File: src/rtl/assert_macros.svh
// Assertion macros shared by the lock controller RTL.
// Uses the including module's clk and rst; empty when SYNTHESIS is set.
`ifndef ASSERT_MACROS_SVH
`define ASSERT_MACROS_SVH
`ifndef SYNTHESIS
`define KCLC_ASSERT(lbl, expr) \
  lbl: assert property (@(posedge clk) disable iff (rst) (expr)) \
    else $error("assertion failed");
`define KCLC_ASSERT_IMP(lbl, ante, cons) \
  lbl: assert property (@(posedge clk) disable iff (rst) (ante) |-> (cons)) \
    else $error("assertion failed");
`define KCLC_ASSERT_NEXT(lbl, ante, cons) \
  lbl: assert property (@(posedge clk) disable iff (rst) (ante) |=> (cons)) \
    else $error("assertion failed");
`else
`define KCLC_ASSERT(lbl, expr)
`define KCLC_ASSERT_IMP(lbl, ante, cons)
`define KCLC_ASSERT_NEXT(lbl, ante, cons)
`endif
`endif

File: src/rtl/kclc_pkg.sv
// Types, codes and constants of the keypad code lock controller.
// No dependencies.
`timescale 1ns / 1ps
package kclc_pkg;

  localparam int MAX_DIGITS_DEF = 8;
  localparam int RESET_CODE_LEN = 4;
  localparam logic [15:0] TIMEOUT_RESET = 16'd2000;
  localparam logic [15:0] TICKS_MAX = 16'hFFFF;

  typedef logic [3:0] digit_t;

  localparam digit_t KEY_DIGIT_MAX = 4'd9;
  localparam digit_t KEY_STAR = 4'd10;
  localparam digit_t KEY_HASH = 4'd11;
  localparam digit_t KEY_OPT_LOCK = 4'd0;
  localparam digit_t KEY_OPT_UNLOCK = 4'd1;
  localparam digit_t KEY_OPT_CHANGE = 4'd2;
  localparam digit_t KEY_OPT_STATUS = 4'd3;

  typedef enum logic [9:0] {
    ST_IDLE   = 10'b0000000001,
    ST_MENU   = 10'b0000000010,
    ST_LOCK   = 10'b0000000100,
    ST_UWAIT  = 10'b0000001000,
    ST_UENTRY = 10'b0000010000,
    ST_CWAIT  = 10'b0000100000,
    ST_OLD    = 10'b0001000000,
    ST_NEW    = 10'b0010000000,
    ST_STATUS = 10'b0100000000,
    ST_RESULT = 10'b1000000000
  } state_t;

  typedef enum logic [3:0] {
    CODE_IDLE   = 4'd0,
    CODE_MENU   = 4'd1,
    CODE_LOCK   = 4'd2,
    CODE_UWAIT  = 4'd3,
    CODE_UENTRY = 4'd4,
    CODE_CWAIT  = 4'd5,
    CODE_OLD    = 4'd6,
    CODE_NEW    = 4'd7,
    CODE_STATUS = 4'd8,
    CODE_RESULT = 4'd9
  } state_code_t;

  typedef enum logic [3:0] {
    MSG_NONE          = 4'd0,
    MSG_INVALID       = 4'd1,
    MSG_LOCKED        = 4'd2,
    MSG_NEED_UNLOCK   = 4'd3,
    MSG_GRANTED       = 4'd4,
    MSG_WRONG_CODE    = 4'd5,
    MSG_NEED_CHANGE   = 4'd6,
    MSG_NEED_NEW      = 4'd7,
    MSG_CHANGED       = 4'd8,
    MSG_EMPTY_NEW     = 4'd9,
    MSG_WRONG_OLD     = 4'd10,
    MSG_STAT_LOCKED   = 4'd11,
    MSG_STAT_UNLOCKED = 4'd12
  } msg_t;

  function automatic state_code_t state_code(state_t s);
    state_code_t c;
    case (s)
      ST_MENU:   c = CODE_MENU;
      ST_LOCK:   c = CODE_LOCK;
      ST_UWAIT:  c = CODE_UWAIT;
      ST_UENTRY: c = CODE_UENTRY;
      ST_CWAIT:  c = CODE_CWAIT;
      ST_OLD:    c = CODE_OLD;
      ST_NEW:    c = CODE_NEW;
      ST_STATUS: c = CODE_STATUS;
      ST_RESULT: c = CODE_RESULT;
      default:   c = CODE_IDLE;
    endcase
    return c;
  endfunction

  // factory code 1,2,3,4 then zeros
  function automatic digit_t reset_digit(int i);
    digit_t d;
    if (i < RESET_CODE_LEN) begin
      d = 4'(i + 1);
    end else begin
      d = 4'd0;
    end
    return d;
  endfunction

endpackage

File: src/rtl/kclc_key_if.sv
// Key/tick input channel of the lock controller.
// Depends on kclc_pkg.
`timescale 1ns / 1ps
interface kclc_key_if
  import kclc_pkg::*;
();
  logic   valid;
  logic   ready;
  logic   action;
  digit_t key_code;

  modport source (output valid, output action, output key_code, input ready);
  modport sink (input valid, input action, input key_code, output ready);
endinterface

File: src/rtl/kclc_report_if.sv
// Result channel of the lock controller.
// Depends on kclc_pkg.
`timescale 1ns / 1ps
interface kclc_report_if
  import kclc_pkg::*;
();
  logic       valid;
  logic       ready;
  logic [3:0] machine_state;
  logic       locked;
  logic [3:0] entered_count;
  logic [3:0] message;

  modport source (output valid, output machine_state, output locked,
                  output entered_count, output message, input ready);
  modport sink (input valid, input machine_state, input locked,
                input entered_count, input message, output ready);
endinterface

File: src/rtl/keypad_code_lock_controller.sv
// The result of an accepted key/tick transaction is registered at the accept edge.
// Throughput: one transaction per cycle while not stalled; the menu state, code
// buffers and the result register all update in a single pass at the accept edge.
// The output register frees input ready whenever it is empty or being taken.
// Reset (rst, synchronous): idle, locked, code 1234, timeout 2000, no result pending.
// Depends on kclc_pkg, kclc_key_if, kclc_report_if, assert_macros.svh.
`timescale 1ns / 1ps
`include "assert_macros.svh"
module keypad_code_lock_controller
  import kclc_pkg::*;
#(
  parameter int MAX_DIGITS = MAX_DIGITS_DEF
) (
  input  logic          clk,
  input  logic          rst,
  kclc_key_if.sink      keys,
  kclc_report_if.source report,
  input  logic          cfg_wr_en,
  input  logic [15:0]   cfg_wr_data
);

  localparam int LEN_W = $clog2(MAX_DIGITS + 1);
  localparam int IDX_W = $clog2(MAX_DIGITS);
  localparam logic [LEN_W-1:0] LEN_MAX = LEN_W'(MAX_DIGITS);

  state_t           state, state_next;
  logic             door_locked, locked_next;
  logic [LEN_W-1:0] entry_length, elen_next;
  logic [LEN_W-1:0] old_length, olen_next;
  logic [LEN_W-1:0] stored_length, slen_next;
  logic [15:0]      result_ticks, ticks_next, ticks_inc;
  logic [15:0]      timeout;
  msg_t             msg_next;
  logic             add_dig, copy_old, copy_stored;

  digit_t entry_digits [MAX_DIGITS];
  digit_t old_digits [MAX_DIGITS];
  digit_t stored_code [MAX_DIGITS];

  logic [MAX_DIGITS-1:0] unl_hit, old_hit;
  logic                  unlock_ok, old_ok, is_digit, accept;
  logic [31:0]           count_ext;

  logic        out_valid;
  state_code_t out_state;
  logic        out_locked;
  logic [3:0]  out_count;
  msg_t        out_msg;

  assign keys.ready = !out_valid || report.ready;
  assign accept = keys.valid && keys.ready;
  assign is_digit = keys.key_code <= KEY_DIGIT_MAX;

  always_comb begin
    for (int i = 0; i < MAX_DIGITS; i++) begin
      unl_hit[i] = (LEN_W'(i) >= entry_length) || (entry_digits[i] == stored_code[i]);
      old_hit[i] = (LEN_W'(i) >= old_length) || (old_digits[i] == stored_code[i]);
    end
    unlock_ok = (entry_length == stored_length) && (&unl_hit);
    old_ok = (old_length == stored_length) && (&old_hit);
  end

  assign ticks_inc = (result_ticks != TICKS_MAX) ? result_ticks + 16'd1 : result_ticks;

  always_comb begin
    state_next = state;
    locked_next = door_locked;
    elen_next = entry_length;
    olen_next = old_length;
    slen_next = stored_length;
    ticks_next = result_ticks;
    msg_next = MSG_NONE;
    add_dig = 1'b0;
    copy_old = 1'b0;
    copy_stored = 1'b0;
    if (keys.action) begin
      if (state == ST_RESULT) begin
        ticks_next = ticks_inc;
        if (ticks_inc >= timeout) begin
          state_next = ST_IDLE;
        end
      end
    end else begin
      case (state)
        ST_MENU: begin
          if (keys.key_code == KEY_OPT_LOCK) begin
            state_next = ST_LOCK;
          end else if (keys.key_code == KEY_OPT_UNLOCK) begin
            state_next = ST_UWAIT;
          end else if (keys.key_code == KEY_OPT_CHANGE) begin
            state_next = ST_CWAIT;
          end else if (keys.key_code == KEY_OPT_STATUS) begin
            state_next = ST_STATUS;
          end else if (keys.key_code != KEY_STAR) begin
            state_next = ST_RESULT;
            ticks_next = '0;
            msg_next = MSG_INVALID;
          end
        end
        ST_LOCK: begin
          if (keys.key_code == KEY_HASH) begin
            locked_next = 1'b1;
            state_next = ST_RESULT;
            ticks_next = '0;
            msg_next = MSG_LOCKED;
          end else if (keys.key_code == KEY_STAR) begin
            state_next = ST_MENU;
          end
        end
        ST_UWAIT, ST_CWAIT: begin
          if (keys.key_code == KEY_STAR) begin
            elen_next = '0;
            state_next = (state == ST_UWAIT) ? ST_UENTRY : ST_OLD;
          end else if (keys.key_code == KEY_HASH) begin
            state_next = ST_RESULT;
            ticks_next = '0;
            msg_next = (state == ST_UWAIT) ? MSG_NEED_UNLOCK : MSG_NEED_CHANGE;
          end
        end
        ST_UENTRY: begin
          if (is_digit) begin
            if (entry_length < LEN_MAX) begin
              add_dig = 1'b1;
              elen_next = entry_length + 1'b1;
            end
          end else if (keys.key_code == KEY_HASH) begin
            state_next = ST_RESULT;
            ticks_next = '0;
            elen_next = '0;
            if (unlock_ok) begin
              locked_next = 1'b0;
              msg_next = MSG_GRANTED;
            end else begin
              msg_next = MSG_WRONG_CODE;
            end
          end else if (keys.key_code == KEY_STAR) begin
            elen_next = '0;
          end
        end
        ST_OLD: begin
          if (is_digit) begin
            if (entry_length < LEN_MAX) begin
              add_dig = 1'b1;
              elen_next = entry_length + 1'b1;
            end
          end else if (keys.key_code == KEY_STAR) begin
            copy_old = 1'b1;
            olen_next = entry_length;
            elen_next = '0;
            state_next = ST_NEW;
          end else if (keys.key_code == KEY_HASH) begin
            state_next = ST_RESULT;
            ticks_next = '0;
            msg_next = MSG_NEED_NEW;
          end
        end
        ST_NEW: begin
          if (is_digit) begin
            if (entry_length < LEN_MAX) begin
              add_dig = 1'b1;
              elen_next = entry_length + 1'b1;
            end
          end else if (keys.key_code == KEY_HASH) begin
            state_next = ST_RESULT;
            ticks_next = '0;
            elen_next = '0;
            olen_next = '0;
            if (!old_ok) begin
              msg_next = MSG_WRONG_OLD;
            end else if (entry_length != '0) begin
              copy_stored = 1'b1;
              slen_next = entry_length;
              msg_next = MSG_CHANGED;
            end else begin
              msg_next = MSG_EMPTY_NEW;
            end
          end else if (keys.key_code == KEY_STAR) begin
            elen_next = '0;
          end
        end
        ST_STATUS: begin
          if (keys.key_code == KEY_HASH) begin
            state_next = ST_RESULT;
            ticks_next = '0;
            msg_next = door_locked ? MSG_STAT_LOCKED : MSG_STAT_UNLOCKED;
          end else if (keys.key_code == KEY_STAR) begin
            state_next = ST_MENU;
          end
        end
        default: begin
          state_next = (keys.key_code == KEY_STAR) ? ST_MENU : ST_IDLE;
        end
      endcase
    end
  end

  assign count_ext = 32'(elen_next);

  always_ff @(posedge clk) begin
    if (rst) begin
      state <= ST_IDLE;
      door_locked <= 1'b1;
      entry_length <= '0;
      old_length <= '0;
      stored_length <= LEN_W'(RESET_CODE_LEN);
      result_ticks <= '0;
      timeout <= TIMEOUT_RESET;
      out_valid <= 1'b0;
      for (int i = 0; i < MAX_DIGITS; i++) begin
        stored_code[i] <= reset_digit(i);
      end
    end else begin
      if (cfg_wr_en) begin
        timeout <= cfg_wr_data;
      end
      if (accept) begin
        state <= state_next;
        door_locked <= locked_next;
        entry_length <= elen_next;
        old_length <= olen_next;
        stored_length <= slen_next;
        result_ticks <= ticks_next;
        out_valid <= 1'b1;
        if (copy_stored) begin
          for (int i = 0; i < MAX_DIGITS; i++) begin
            stored_code[i] <= entry_digits[i];
          end
        end
      end else if (report.ready) begin
        out_valid <= 1'b0;
      end
    end
  end

  always_ff @(posedge clk) begin
    if (accept) begin
      out_state <= state_code(state_next);
      out_locked <= locked_next;
      out_count <= count_ext[3:0];
      out_msg <= msg_next;
      if (add_dig) begin
        entry_digits[entry_length[IDX_W-1:0]] <= keys.key_code;
      end
      if (copy_old) begin
        for (int i = 0; i < MAX_DIGITS; i++) begin
          old_digits[i] <= entry_digits[i];
        end
      end
    end
  end

  assign report.valid = out_valid;
  assign report.machine_state = out_state;
  assign report.locked = out_locked;
  assign report.entered_count = out_count;
  assign report.message = out_msg;

  `KCLC_ASSERT(a_len_bound, (entry_length <= LEN_MAX) && (old_length <= LEN_MAX))
  `KCLC_ASSERT(a_code_not_empty, stored_length != '0)
  `KCLC_ASSERT_IMP(a_msg_only_in_result, out_valid && (out_msg != MSG_NONE),
                   out_state == CODE_RESULT)
  `KCLC_ASSERT_NEXT(a_tick_outside_result, accept && keys.action && (state != ST_RESULT),
                    $stable(state))
  `KCLC_ASSERT_IMP(a_unlock_by_code, $fell(door_locked), out_msg == MSG_GRANTED)

endmodule

File: src/flat_wrapper.sv
// flat-port wrapper written by rule: the top's interface ports become plain ports
module keypad_code_lock_controller_flat import kclc_pkg::*;
#(
  parameter int MAX_DIGITS = MAX_DIGITS_DEF
)
  (clk, rst, cfg_wr_en, cfg_wr_data, keys_valid, keys_action, keys_key_code, keys_ready, report_valid, report_machine_state, report_locked, report_entered_count, report_message, report_ready);
  kclc_key_if keys_i ();
  kclc_report_if report_i ();
  input  logic clk;
  input  logic rst;
  input  logic cfg_wr_en;
  input  logic [15:0] cfg_wr_data;
  input wire logic [$bits(keys_i.valid)-1:0] keys_valid;
  input wire logic [$bits(keys_i.action)-1:0] keys_action;
  input wire logic [$bits(keys_i.key_code)-1:0] keys_key_code;
  output wire logic [$bits(keys_i.ready)-1:0] keys_ready;
  output wire logic [$bits(report_i.valid)-1:0] report_valid;
  output wire logic [$bits(report_i.machine_state)-1:0] report_machine_state;
  output wire logic [$bits(report_i.locked)-1:0] report_locked;
  output wire logic [$bits(report_i.entered_count)-1:0] report_entered_count;
  output wire logic [$bits(report_i.message)-1:0] report_message;
  input wire logic [$bits(report_i.ready)-1:0] report_ready;
  assign keys_i.valid = keys_valid;
  assign keys_i.action = keys_action;
  assign keys_i.key_code = keys_key_code;
  assign keys_ready = keys_i.ready;
  assign report_valid = report_i.valid;
  assign report_machine_state = report_i.machine_state;
  assign report_locked = report_i.locked;
  assign report_entered_count = report_i.entered_count;
  assign report_message = report_i.message;
  assign report_i.ready = report_ready;
  keypad_code_lock_controller #(.MAX_DIGITS(MAX_DIGITS)) u_core (.clk(clk), .rst(rst), .keys(keys_i), .report(report_i), .cfg_wr_en(cfg_wr_en), .cfg_wr_data(cfg_wr_data));
endmodule
File: config.mk
export PLATFORM = sky130hd
export DESIGN_NAME = keypad_code_lock_controller_flat
export DESIGN_NICKNAME = d
export VERILOG_FILES = /design/src/rtl/kclc_pkg.sv /design/src/rtl/kclc_key_if.sv /design/src/rtl/kclc_report_if.sv /design/src/rtl/keypad_code_lock_controller.sv /design/src/flat_wrapper.sv
export VERILOG_INCLUDE_DIRS = /design/src /design/src/rtl
export SDC_FILE = /design/constraint.sdc
export NUM_CORES = 1
export LEC_CHECK = 0
export BUFFER_PORTS_ARGS = -buffer_cell sky130_fd_sc_hd__buf_2
export CORE_MARGIN = 5
export CORE_UTILIZATION = 67
export CTS_CLUSTER_SIZE = 30
export DETAILED_ROUTE_END_ITERATION = 10
export PLACE_DENSITY = 0.86
export SYNTH_ARGS = -nofsm -noshare
export SYNTH_HDL_FRONTEND = slang
export SYNTH_SLANG_ARGS = --single-unit
File: constraint.sdc
create_clock -name clk -period 10.65 [get_ports clk]
set_input_delay 1.5975 -clock clk [delete_from_list [all_inputs] [get_ports clk]]
set_output_delay 1.5975 -clock clk [all_outputs]
set_load 0.01 [all_outputs]
After elaboration in Yosys (flattened, before gate mapping)
Memories as Yosys holds them, arrays and structs flattened.
Cells that the tools add are included.
- divide/modulo/power cells: 0
- add/sub/neg operators: 2
- equal/unequal tests: 55
- reductions and logical operators: 35
- order comparisons: 19
- $mul: 0
- bitwise operators: 10
- shift-type cells: 0
- muxes and demuxes: 113
- operator list (kind ; number):
    2-to-1 mux 16 bit ; 12
    2-to-1 mux 10 bit ; 15
    2-to-1 mux 4 bit ; 37
    one-hot mux 16 bit (5 select lines) ; 1
    equality test 4 bit ; 18
    one-hot mux 10 bit (5 select lines) ; 1
    2-to-1 mux 1 bit ; 36
    one-hot mux 4 bit (9 select lines) ; 1
    greater-or-equal comparator 3 x 4 -> 1 bit (first input constant) ; 8
    one-hot mux 4 bit (7 select lines) ; 1
    equality test 10 bit (second input constant) ; 2
    equality test 10 x 2 -> 1 bit (second input constant) ; 2
    equality test 10 x 3 -> 1 bit (second input constant) ; 2
    equality test 10 x 4 -> 1 bit (second input constant) ; 2
    equality test 10 x 5 -> 1 bit (second input constant) ; 2
    equality test 10 x 6 -> 1 bit (second input constant) ; 2
    equality test 10 x 7 -> 1 bit (second input constant) ; 2
    equality test 10 x 8 -> 1 bit (second input constant) ; 2
    equality test 10 x 9 -> 1 bit (second input constant) ; 2
    inequality test 3 bit (second input constant) ; 6
    logical OR 1 bit ; 17
    adder 16 x 1 -> 16 bit (second input constant) ; 1
    greater-or-equal comparator 1 x 4 -> 1 bit (first input constant) ; 4
    greater-or-equal comparator 16 bit ; 1
    31 further kinds ; 57
- bits in latches: 0
- input bits: 26
- word-level logic and storage cells: 249
- output and inout port bits: 15
- memories: 3
- memory bits (read-only): 0
- RAM bits: 96
- flip-flop bits (word level): 69
- memory list (name ; depth ; width ; rd ports ; clocked after memory_dff ; write ports ; line ; RTL):
    u_core.entry_digits ; 8 ; 4 ; 8 ; 0 ; 1 ; keypad_code_lock_controller.sv:36 ; digit_t entry_digits [MAX_DIGITS];
    u_core.old_digits ; 8 ; 4 ; 8 ; 0 ; 8 ; keypad_code_lock_controller.sv:37 ; digit_t old_digits [MAX_DIGITS];
    u_core.stored_code ; 8 ; 4 ; 8 ; 0 ; 8 ; keypad_code_lock_controller.sv:38 ; digit_t stored_code [MAX_DIGITS];

Logic depth before layout (Yosys ltp)
An unclocked memory read counts as a cell.
- word-level depth: 15
- mapped depth: 16
- mapped depth without buffers: 16

Least setup slack after synthesis
No wires, ideal clock.
- path type: input to register
- start point: input keys_key_code[0]
- end point: memory u_core.old_digits[0][0] (netlist bit) (enable)
- buffers on the path: 1
- stages: 4
- required time: 10148 ps
- data arrival time: 5364 ps
- setup slack: 4784 ps
- library setup time: 502 ps
- path through: buf_2 > inv_1 > or2b_2 > nor4_1
- RTL lines (element ; line ; RTL):
    from (decl) ; flat_wrapper.sv:15 ; input wire logic [$bits(keys_i.key_code)-1:0] keys_key_code;
    to (decl) ; keypad_code_lock_controller.sv:37 ;

Final worst setup path
- start point: register u_core.result_ticks[7]
- end point: register u_core.out_state[2], in the netlist u_core.report.machine_state[2] (data pin)
- cells in the longest elaborated chain, start to end: 8
- elaborated cells on any way between the ends: 17
- those cells by class: add/sub: 1; order compare: 1; eq/ne: 10; mux: 5
- ends and longest elaborated chain (element ; line ; RTL):
    from (decl) ; keypad_code_lock_controller.sv:31 ; logic [15:0] result_ticks, ticks_next, ticks_inc;
    from (signal assigned) ; keypad_code_lock_controller.sv:222 ; result_ticks <= ticks_next;
    adder 16 x 1 -> 16 bit / inequality test 16 bit (equally long branches) ; keypad_code_lock_controller.sv:63 ; assign ticks_inc = (result_ticks != TICKS_MAX) ? result_ticks + 16'd1 : result_ticks;
    2-to-1 mux 16 bit (*) ; keypad_code_lock_controller.sv:63 ;
    greater-or-equal comparator 16 bit (*) ; keypad_code_lock_controller.sv:79 ; if (ticks_inc >= timeout) begin
    2-to-1 mux 10 bit (*) ; keypad_code_lock_controller.sv:79 ;
    2-to-1 mux 10 bit (*) ; keypad_code_lock_controller.sv:77 ; if (state == ST_RESULT) begin
    2-to-1 mux 10 bit (*) ; keypad_code_lock_controller.sv:76 ; if (keys.action) begin
    equality test 10 bit, or another cell as far along ; kclc_pkg.sv:65 ; case (s)
    one-hot mux 4 bit (9 select lines) (*) ; kclc_pkg.sv:65 ;
    to (signal assigned) ; keypad_code_lock_controller.sv:237 ; out_state <= state_code(state_next);
    to (decl) ; keypad_code_lock_controller.sv:45 ; state_code_t out_state;
Every way passes the cells marked *; elsewhere a longest branch is shown, timed or not.
A chain may end at the register's enable or synchronous reset.

==> flow_summary.rst <==
.. list-table::
   :header-rows: 1

   * - Metric
     - Value
   * - Outcome
     - complete, no violations
   * - Total number of clock tree sinks
     - between 150 and 200
   * - Area of the multi-input gates
     - 3971 µm²
   * - Power density over the cells
     - approximately 140 nW/µm²
   * - Final wirelength
     - ~19 mm
   * - Later-pin clock latency in the skew report
     - 0.43 ns
   * - TritonCTS clock tree
     - yes
   * - Core area
     - 12,670 µm²
   * - CTS Buf Count
     - 17
   * - Non-Filler Cell Area, Final
     - 9448 µm²
   * - MaxCap Viol Count
     - 0
   * - Hold Startpoint
     - u_core.entry_digits[2][1]$_DFFE_PP_
   * - Fraction of layout cells with a size suffix above 1
     - 0.1265
   * - Leading area contributor after synthesis
     - edfxtp_1
   * - Cells after synthesis
     - between 800 and 900
   * - Class of the most critical hold timing path
     - flip-flop to flip-flop
   * - Terminus of the critical flop-to-flop path
     - u_core.report.machine_state[2]$_DFFE_PP_
   * - CP Launch Type
     - flip-flop
   * - Arrival time reported for the critical path endpoint
     - 4.81 ns
   * - CTS Hold Buffers Added
     - 0
   * - Antenna diodes
     - 0
   * - Length in cells of the worst reg-to-reg path
     - 15
   * - CTS H-tree depth
     - 4
   * - Share of the cycle needed by the critical path after routing
     - 0.4295
   * - Average wire length per cell after detail routing
     - approximately 19 µm
   * - Worst R2R Setup Slack
     - 6.08 ns
   * - Count of state elements after synthesis
     - between 150 and 200
   * - Top cells by area in the synthesized netlist
     - edfxtp_1 (38%), dfxtp_1 (13%), xnor2_1 (5.3%)
   * - DR vias/cell
     - 6.293
   * - All-layer global routing usage
     - 0.2625
   * - Buffers inserted during post-CTS setup optimization
     - 0
   * - Aggregate global routing overflow
     - 0
   * - Total leakage power
     - between 3 and 4 nW
   * - RePlAce Congestion
     - 0.9268
   * - Detailed-route DRC error count
     - 0
   * - FMAX
     - between 200 and 250 MHz
   * - Number of flops mapped to enable cells by yosys
     - around 110
   * - Portion of the post-synthesis area used by sequential elements
     - 0.5048
   * - Final clock skew
     - 0.007505 ns
   * - Mapped cell area
     - 8705 µm²
   * - Number of inserted filler cells in the final layout
     - 900
   * - Hold Worst Slack
     - around 0.49 ns
   * - Type of the worst setup path
     - flip-flop to flip-flop
   * - Min cycle time layout
     - between 4 and 5 ns
   * - Nature of the critical path endpoint
     - flip-flop
   * - Number of global-route vias before repair
     - 6,335
   * - Count of synthesis-stage warnings from yosys
     - 0
   * - Final hold violations
     - 0
   * - Clock edge transition at the registers on the reported setup and hold paths
     - around 0.06 ns
   * - X dimension of the die
     - about 120 µm
   * - Vias
     - about 6,400
   * - Clock root cell
     - clkbuf_16
   * - Wire length of the first global-routing pass
     - 31.11 mm
   * - Transition time at the pin with the least slew margin
     - about 1.1 ns
   * - Rel. slew slack
     - 0.2329
   * - Number of placement rows
     - 41
   * - Count of routing violations after the opening detailed-route iteration
     - about 640
   * - FF/Latch Area
     - 4394 µm²
   * - Initial Util
     - 0.6870
   * - Start of the worst register-to-register path
     - u_core.result_ticks[7]$_SDFFE_PP0P_
   * - Post-CTS Resized
     - 0
   * - Pin count of the biggest net entering global routing
     - 37
   * - Crit-path max FO
     - 7
   * - Most common flop cell mapped by yosys
     - edfxtp_1
   * - Number of library cell types mapped by synthesis
     - 84
   * - End of the worst hold path
     - u_core.old_digits[0][9]$_DFFE_PP_
   * - Vert. Die Dim
     - around 120 µm
   * - Detail Route Antenna Nets
     - 0
   * - 1st-pass router iterations
     - 5
   * - Instance count along the most critical hold path
     - 0
   * - Synthesized netlist net count
     - around 860
   * - Number of pins exceeding their max-slew limit in the final report
     - 0
   * - Clock Tree Buf Depth
     - 2
   * - Mean cell area of the mapped netlist
     - about 11 µm²
   * - IO Port Bufs
     - 40
   * - P&R area growth vs syn
     - 8.538%
   * - Antenna violations before repair
     - 0
   * - Post-synthesis async set-or-reset flop share
     - 0
   * - Sum of net half-perimeters after detailed placement
     - 13.16 mm
   * - Placement Cell Area
     - between 8000 and 9000 µm²
   * - Maximum resistive drop on vdd
     - roughly 0.09 mV
   * - Top cell type's share of synthesized area
     - 0.3760
   * - RSZ-0062 raised after global routing
     - no
   * - Final setup viols
     - 0
   * - Die footprint
     - 15,370 µm²
   * - Boundary Pins
     - 41
   * - Final TNS setup
     - 0 ns
   * - Post-layout net count
     - 880
   * - Required time at the worst-slack endpoint
     - between 10 and 15 ns
area by class of cell:
type | count | share of cell area
multi-input combinational | 577 | 0.4203
tap | 172 | 0.02278
clock buffer | 18 | 0.04542
inverter | 30 | 0.01192
clock inverter | 14 | 0.01165
sequential | 165 | 0.4651
timing repair buffer | 42 | 0.02278
worst max path at each step:
stage	start	end	slack, ns	cells past startpoint
2_1_floorplan	keys_key_code[0]	u_core.old_digits[0][0]$_DFFE_PP_	4.78	4
3_5_place_dp	u_core.result_ticks[8]$_SDFFE_PP0P_	u_core.report.machine_state[1]$_DFFE_PP_	6.19	15
6_report	u_core.result_ticks[7]$_SDFFE_PP0P_	u_core.report.machine_state[2]$_DFFE_PP_	6.08	15
4_1_cts	u_core.result_ticks[8]$_SDFFE_PP0P_	u_core.report.machine_state[2]$_DFFE_PP_	6.14	15
3_3_place_gp	u_core.result_ticks[7]$_SDFFE_PP0P_	u_core.report.machine_state[1]$_DFFE_PP_	6.41	15
5_1_grt	u_core.result_ticks[7]$_SDFFE_PP0P_	u_core.report.machine_state[2]$_DFFE_PP_	5.77	15
worst max-delay path, stage by stage (launching register included):
cell and delay, ns:
dfxtp_1 0.37, and3_1 0.22, and4_1 0.26, a31oi_1 0.42
nor2b_1 0.39, and3_1 0.28, xor2_1 0.18, ha_1 0.29
a21oi_1 0.19, o21a_1 0.18, o311ai_1 0.10, a211oi_1 0.39
o211ai_1 0.20, and2_1 0.25, or4_4 0.44, a2111oi_2 0.21
layer usage:
metal  global-route usage  share of wire  vias up
met5                    0              0        -
met4               0.1218          0.032        0
met3              0.05495          0.064       56
met2               0.4505           0.51      272
met1               0.3172           0.40     3060
li1                     -              -     3018
synthesized netlist by cell type, types with 9 or more instances:
cell type and number:
o211ai_1 12, and3_1 9, nor4_1 9, nor2_1 82
o21ai_0 16, buf_6 9, a22oi_1 11, mux2i_1 19
nand2_1 47, clkbuf_1 15, and2_1 24, dfxtp_1 56
xor2_1 37, ha_1 21, nor3_1 12, inv_1 27
a211oi_1 12, nand3_1 21, nor2b_1 14, nand4_1 23
nand2b_1 11, a21oi_1 32, edfxtp_1 109, xnor2_1 53
registers in the layout (all words and copies together), names as in the netlist:
register / flops
u_core.entry_digits: 32
u_core.report.message: 4
u_core.stored_length: 4
u_core.stored_code: 32
u_core.timeout: 16
u_core.report.locked: 1
u_core.report.machine_state: 4
u_core.result_ticks: 16
u_core.old_digits: 32
u_core.door_locked: 1
u_core.entry_length: 4
u_core.state: 10
u_core.report.entered_count: 4
u_core.report.valid: 1
u_core.old_length: 4
stage by stage:
step	instances	power, mW	setup WS [ns]	util
floorplan	809	0.7851	4.784	-
global placement	986	0.8039	6.410	0.7031
detailed placement	986	0.8082	6.189	0.7031
CTS	1018	1.363	6.138	0.7456
global route	1018	1.408	5.770	0.7456
finish	1018	1.357	6.076	0.7456
where the power goes:
| part | switching [mW] | internal, mW |
|---|---|---|
| combinational | 0.0572 | 0.0337 |
| clock | 0.243 | 0.318 |
| sequential | 0.0134 | 0.692 |
| total | 0.314 | 1.04 |
logic make-up (layout without fill, tap and decap cells):
group | Yosys count | count (layout) | synth area share
mux | 21 | 21 | 0.02444
xor+xnor | 90 | 90 | 0.09056
compound gates | 151 | 151 | 0.1255
buf+inv | 67 | 104 | 0.03967
fa+ha+maj | 22 | 22 | 0.03134
simple gates | 293 | 293 | 0.1837
flops | 165 | 165 | 0.5048
placed cells by master (no fill, tap or decap), types with 17 or more instances in the layout:
cell and count:
nand3_1 21, nor2_1 82, clkbuf_16 17, xnor2_1 53, buf_2 40, mux2i_1 19, and2_1 24, edfxtp_1 109
nand2_1 47, nand4_1 23, dfxtp_1 56, xor2_1 37, ha_1 21, inv_1 27, a21oi_1 32
No activity file was read; power rests on OpenSTA's default activity.
